===== src/hdl/wbp_pkg.sv =====
// Shared constants and types for the weighted Brovey pansharpening block.
// No dependencies; used by every module under hdl/.
package wbp_pkg;

    localparam int NUM_SPEC  = 4;   // spectral bands per pixel
    localparam int NUM_OUT   = 4;   // output bands per pixel
    localparam int SAMPLE_W  = 16;
    localparam int WEIGHT_W  = 16;
    localparam int PROD_W    = 33;  // signed weight x unsigned sample
    localparam int PSUM_W    = 35;  // signed sum of four products
    localparam int QBITS     = 16;  // quotient bits out of the divider
    localparam int NUM_W     = 46;  // 2*spec*pan*4096 + psum
    localparam int DEN_W     = 35;  // 2*psum
    localparam int REM_W     = 35;

    // Pipeline: 0 products, 1 psum, 2 dividend, 3 range check,
    // 4..19 one quotient bit each, 20 merge into output register.
    localparam int DIV_FIRST = 4;
    localparam int NS        = DIV_FIRST + QBITS + 1;

    localparam int PADDR_W   = 5;
    localparam int CNT_W     = 3;

    typedef enum logic [2:0] {
        REG_WEIGHT_0   = 3'd0,
        REG_WEIGHT_1   = 3'd1,
        REG_WEIGHT_2   = 3'd2,
        REG_WEIGHT_3   = 3'd3,
        REG_OUT_SELECT = 3'd4,
        REG_CLAMP_MAX  = 3'd5,
        REG_NODATA_EN  = 3'd6,
        REG_NODATA_VAL = 3'd7
    } t_reg_idx;

    // Per-pixel sideband traveling beside the lane data.
    typedef struct packed {
        logic last;
        logic miss;   // nodata sample seen or zero pseudo-pan sum
    } t_side;

endpackage


===== src/hdl/wbp_lane.sv =====
// One output band: spectral x pan product and a radix-2 restoring divider,
// one quotient bit per stage. Depends on wbp_pkg.
module wbp_lane (
    input  logic                              i_clk,
    input  logic [wbp_pkg::NS-1:0]            i_en,
    input  logic [wbp_pkg::SAMPLE_W-1:0]      i_spec,
    input  logic [wbp_pkg::SAMPLE_W-1:0]      i_pan,
    input  logic signed [wbp_pkg::PSUM_W-1:0] i_psum,
    output logic [wbp_pkg::SAMPLE_W-1:0]      o_value
);

    logic [2*wbp_pkg::SAMPLE_W-1:0] r_sp_a;
    logic [2*wbp_pkg::SAMPLE_W-1:0] r_sp_b;
    logic [wbp_pkg::NUM_W-1:0]      r_num;
    logic [wbp_pkg::DEN_W-1:0]      r_den_c;
    logic                           r_pos_c;

    logic [wbp_pkg::REM_W-1:0]      r_rem [wbp_pkg::QBITS+1];
    logic [wbp_pkg::QBITS-1:0]      r_nlo [wbp_pkg::QBITS+1];
    logic [wbp_pkg::QBITS-1:0]      r_q   [wbp_pkg::QBITS+1];
    logic [wbp_pkg::DEN_W-1:0]      r_den [wbp_pkg::QBITS+1];
    logic                           r_sat [wbp_pkg::QBITS+1];
    logic                           r_pos [wbp_pkg::QBITS+1];

    logic [wbp_pkg::NUM_W-1:0]      n_num;
    logic [wbp_pkg::REM_W-1:0]      n_rem [wbp_pkg::QBITS];
    logic                           n_bit [wbp_pkg::QBITS];
    logic [wbp_pkg::REM_W:0]        n_try [wbp_pkg::QBITS];

    // Rounded quotient = floor((2*num + den) / (2*den)), num = sp*4096
    assign n_num = {1'b0, r_sp_b, 13'b0} + wbp_pkg::NUM_W'(i_psum[wbp_pkg::PSUM_W-2:0]);

    always_comb begin
        for (int j = 0; j < wbp_pkg::QBITS; j++) begin
            n_try[j] = {r_rem[j], r_nlo[j][wbp_pkg::QBITS-1]};
            n_bit[j] = (n_try[j] >= {1'b0, r_den[j]});
            n_rem[j] = n_bit[j] ? wbp_pkg::REM_W'(n_try[j] - {1'b0, r_den[j]})
                                : wbp_pkg::REM_W'(n_try[j]);
        end
    end

    always_ff @(posedge i_clk) begin
        if (i_en[0]) begin
            r_sp_a <= i_spec * i_pan;
        end
        if (i_en[1]) begin
            r_sp_b <= r_sp_a;
        end
        if (i_en[2]) begin
            r_num   <= n_num;
            r_den_c <= {i_psum[wbp_pkg::DEN_W-2:0], 1'b0};
            r_pos_c <= !i_psum[wbp_pkg::PSUM_W-1] && (i_psum != '0);
        end
        if (i_en[3]) begin
            // Quotient needs more than 16 bits: saturate
            r_sat[0] <= (wbp_pkg::DEN_W'(r_num[wbp_pkg::NUM_W-1:wbp_pkg::QBITS]) >= r_den_c);
            r_rem[0] <= wbp_pkg::REM_W'(r_num[wbp_pkg::NUM_W-1:wbp_pkg::QBITS]);
            r_nlo[0] <= r_num[wbp_pkg::QBITS-1:0];
            r_q[0]   <= '0;
            r_den[0] <= r_den_c;
            r_pos[0] <= r_pos_c;
        end
        for (int j = 0; j < wbp_pkg::QBITS; j++) begin
            if (i_en[wbp_pkg::DIV_FIRST+j]) begin
                r_rem[j+1] <= n_rem[j];
                r_nlo[j+1] <= {r_nlo[j][wbp_pkg::QBITS-2:0], 1'b0};
                r_q[j+1]   <= {r_q[j][wbp_pkg::QBITS-2:0], n_bit[j]};
                r_den[j+1] <= r_den[j];
                r_sat[j+1] <= r_sat[j];
                r_pos[j+1] <= r_pos[j];
            end
        end
    end

    assign o_value = !r_pos[wbp_pkg::QBITS] ? '0 :
                     r_sat[wbp_pkg::QBITS]  ? '1 : r_q[wbp_pkg::QBITS];

endmodule


===== config.mk =====
export PLATFORM = sky130hd
export DESIGN_NAME = wbp_lane
export DESIGN_NICKNAME = d
export VERILOG_FILES = /design/src/hdl/wbp_pkg.sv /design/src/hdl/wbp_lane.sv
export SDC_FILE = /design/constraint.sdc
export NUM_CORES = 2
export LEC_CHECK = 0
export ABC_AREA = 0
export BUFFER_PORTS_ARGS = -buffer_cell sky130_fd_sc_hd__clkbuf_2
export CAP_MARGIN = 0
export CORE_MARGIN = 8
export CORE_UTILIZATION = 55
export DETAILED_ROUTE_END_ITERATION = 16
export HOLD_SLACK_MARGIN = 0.06
export PLACE_DENSITY = 0.71
export SLEW_MARGIN = 20
export SYNTH_ARGS = -nofsm -noshare
export SYNTH_HDL_FRONTEND = slang
export SYNTH_SLANG_ARGS = --single-unit

===== constraint.sdc =====
create_clock -name i_clk -period 9.68 [get_ports i_clk]
set_input_delay 1.936 -clock i_clk [delete_from_list [all_inputs] [get_ports i_clk]]
set_output_delay 1.936 -clock i_clk [all_outputs]
set_load 0.005 [all_outputs]

==> metrics.yaml <==
cp.required_ps: 10200
clk_path_buf_depth: 3
r2r_start: "r_rem[0][455]"
io_buffers: 103
endpoint: "r_sp_a[29]"
start_kind: "primary input"
syn-num-nets: 8594
grt_pass1_vias: 58423
hold_violations: 0
placed_cells: 9617
fin_cells: 9888
num_vias: 56124
final_core_utilization: 0.605
route.detailed.drc: 0
avgSynthCellArea_um2: 11.2
first_iter_violations: 3117
maxSlewHeadroom: 0.135
synthArstFlopShare: 0
pin_count: 105
drtAntennaViolNets: 0
grt_setup_unrepaired: "no"
syn_area_um2: 85300
die_h_um: 410
synth_flop_cell: "edfxtp_1"
ctsRootBufferMaster: "clkbuf_16"
reg2reg_to: "r_rem[0][523]"
clkTransAtPathRegs_ps: 60
die_area_um2: 168000
grtUsageTotal: 0.213
via_per_inst: 5.68
skew_ps: 23.7
post-cts-setup-buffer-count: 0
multi_input_area_um2: 39400
status: "complete, no violations"
dp_hpwl_um: 143000
synth_edf_count: 1395
finalSetupViolations: 0
min-delay-start: "r_q[0][231]"
antenna_found_initial: 3
ys_ff_latch: 1395
drive_gt1_frac: 0.0779
cts_hold_buf: 0
arrival_ps: 8590
fmax_ghz: 0.124
wire_per_inst_um: 18.4
first_pass_iters: 6
r2r_cells: 13
hold_ws_ps: 412
total_leakage_power_nw: 39.3
synthCells: 7602
r2r_setup_slack_ps: 4910
synth_top_area_frac: 0.491
synthDistinctLibCells: 79
yosysWarnings: 0
max_slew.worst_pin.slew_ps: 1260
finalCritPeriodShare: 0.834
final_nets: 8719
grt_start_max_net_pins: 75
grt_pass1_wl_um: 292000
endpoint_kind: "flop"
holdCritPathClass: "flop to flop"
grt-ovfl-total: 0
cts.sinks: 1395
cts-resized-gates: 0
yosys.area.top_type: "edfxtp_1"
yosysSeqAreaShare: 0.491
slew_viol_final: 0
startpoint: "i_spec[6]"
period_minus_slack_ps: 8070
coreArea_um2: 154000
area_growth_pct: 9.15
cap_violations: 0
start_util: 0.554
gp_congestion: 0.979
critical_path_class: "primary input to flop"
cts_tree: "done"
fill_cells: 12234
irDropWorstVdd_uv: 388
htreeDepth: 4
power_density_nw_per_um2: 325
wl_um: 182000
cts_buffers: 152
insertion_delay_ps: 770
tns_ps: 0
die-width_um: 410
rows: 144
register_area_um2: 41900
synth_area_leaders: "edfxtp_1, ha_1, fa_1"
critPathMaxFanout: 16
==> where the power goes <==
part | switching (mW) | internal [mW] | leakage (nW)
Clock | 2.33 | 3.36 | 2.41
Sequential | 0.780 | 9.01 | 13.6
Combinational | 8.39 | 6.39 | 23.2
==> metal layers <==
layer | up-vias | wire [um] | global-route usage
li1 | 27501 | - | -
met1 | 26861 | 64100 | 0.206
met2 | 1248 | 99900 | 0.425
met3 | 514 | 5700 | 0.0274
met4 | 0 | 12000 | 0.127
met5 | - | 0 | 0
==> state kept, by name, indices dropped and copies added, names as in the netlist <==
| register | cells |
|---|---|
| r_num | 46 |
| r_pos_c | 1 |
| r_sp_a | 32 |
| r_den | 415 |
| r_q | 136 |
| r_pos | 17 |
| r_sat | 17 |
| r_sp_b | 32 |
| r_den_c | 21 |
| r_rem | 555 |
| r_nlo | 123 |
==> logic make-up after synthesis <==
kind of cell | Yosys count | synth area share
flops | 1395 | 0.491
fa+ha+maj | 903 | 0.151
xor+xnor | 485 | 0.0498
compound gates | 1804 | 0.133
mux | 256 | 0.0334
simple gates | 1648 | 0.0928
buf+inv | 1111 | 0.0492
==> worst max-delay path: stages <==
cell and delay (ps):
clkbuf_2 290, and2_1 260, fa_1 540, inv_1 60
fa_1 500, fa_1 530, inv_1 50, fa_1 480
fa_1 560, inv_1 70, fa_1 540, inv_1 40
ha_1 360, a21oi_1 150, nor2b_1 60, o21ai_0 180
nand2_1 100, a2111oi_0 670, o41ai_1 310, a221o_1 440
a21o_1 190, a21oi_1 160, xnor2_1 80
==> stage by stage <==
stage                     setup slack, ps  instance area (um2)  power [mW]
after global placement                897                88200        24.3
after floorplan                      1690                85300        20.9
after detailed placement              831                88200        24.6
after global routing                 1300                93100        32.5
final                                1610                93100        30.3
after CTS                            1640                93100        30.4
==> cells in the final DEF (no fill, tap or decap), types with 15 or more instances in the layout <==
cell type	instances
edfxtp_1	1395
inv_1	937
ha_1	693
a21oi_1	559
nand2_1	553
o21ai_0	425
nor2_1	359
a21o_1	301
xnor2_1	291
fa_1	210
mux2_2	205
xor2_1	194
clkbuf_16	156
and2_1	149
nand3_1	108
nor2b_1	98
clkbuf_2	88
nand4_1	85
o21a_1	84
nand2b_1	78
nor3_1	72
a31oi_1	60
o21bai_1	56
a211oi_1	55
buf_4	50
and3_1	42
o211ai_1	30
clkbuf_1	30
a21boi_0	28
o31ai_1	28
clkinv_1	28
nor4_1	27
mux2_1	27
mux2i_1	24
clkinv_2	23
or3_1	15
bufinv_16	15
==> synth_stat cells (98+ instances only) <==
cell      instances
a21o_1          301
a21oi_1         559
and2_1          149
clkbuf_1        153
edfxtp_1       1395
fa_1            210
ha_1            693
inv_1           937
mux2_2          205
nand2_1         554
nand3_1         108
nor2_1          359
nor2b_1          98
o21ai_0         425
xnor2_1         291
xor2_1          194
==> how the worst min path moves through the flow <==
| stage | depth (start not counted) | end | slack [ps] |
|---|---|---|---|
| detailed placement | 0 | r_pos[0][14] | 400 |
| CTS | 0 | r_pos[0][15] | 410 |
| global placement | 0 | r_q[0][146] | 400 |
| finish | 0 | r_q[0][248] | 410 |
| global route | 0 | r_pos[0][15] | 420 |
| floorplan | 0 | r_nlo[0][13] | 400 |
==> layout make-up <==
| class | instances | area share |
|---|---|---|
| clock buffer | 186 | 0.0431 |
| timing repair buffer | 145 | 0.00938 |
| multi-input combinational | 5096 | 0.423 |
| inverter | 937 | 0.0378 |
| sequential | 1395 | 0.450 |
| clock inverter | 82 | 0.00970 |
| tap | 2044 | 0.0275 |
| antenna | 3 | 0.0000806 |
(Power assumes the default switching activity.)
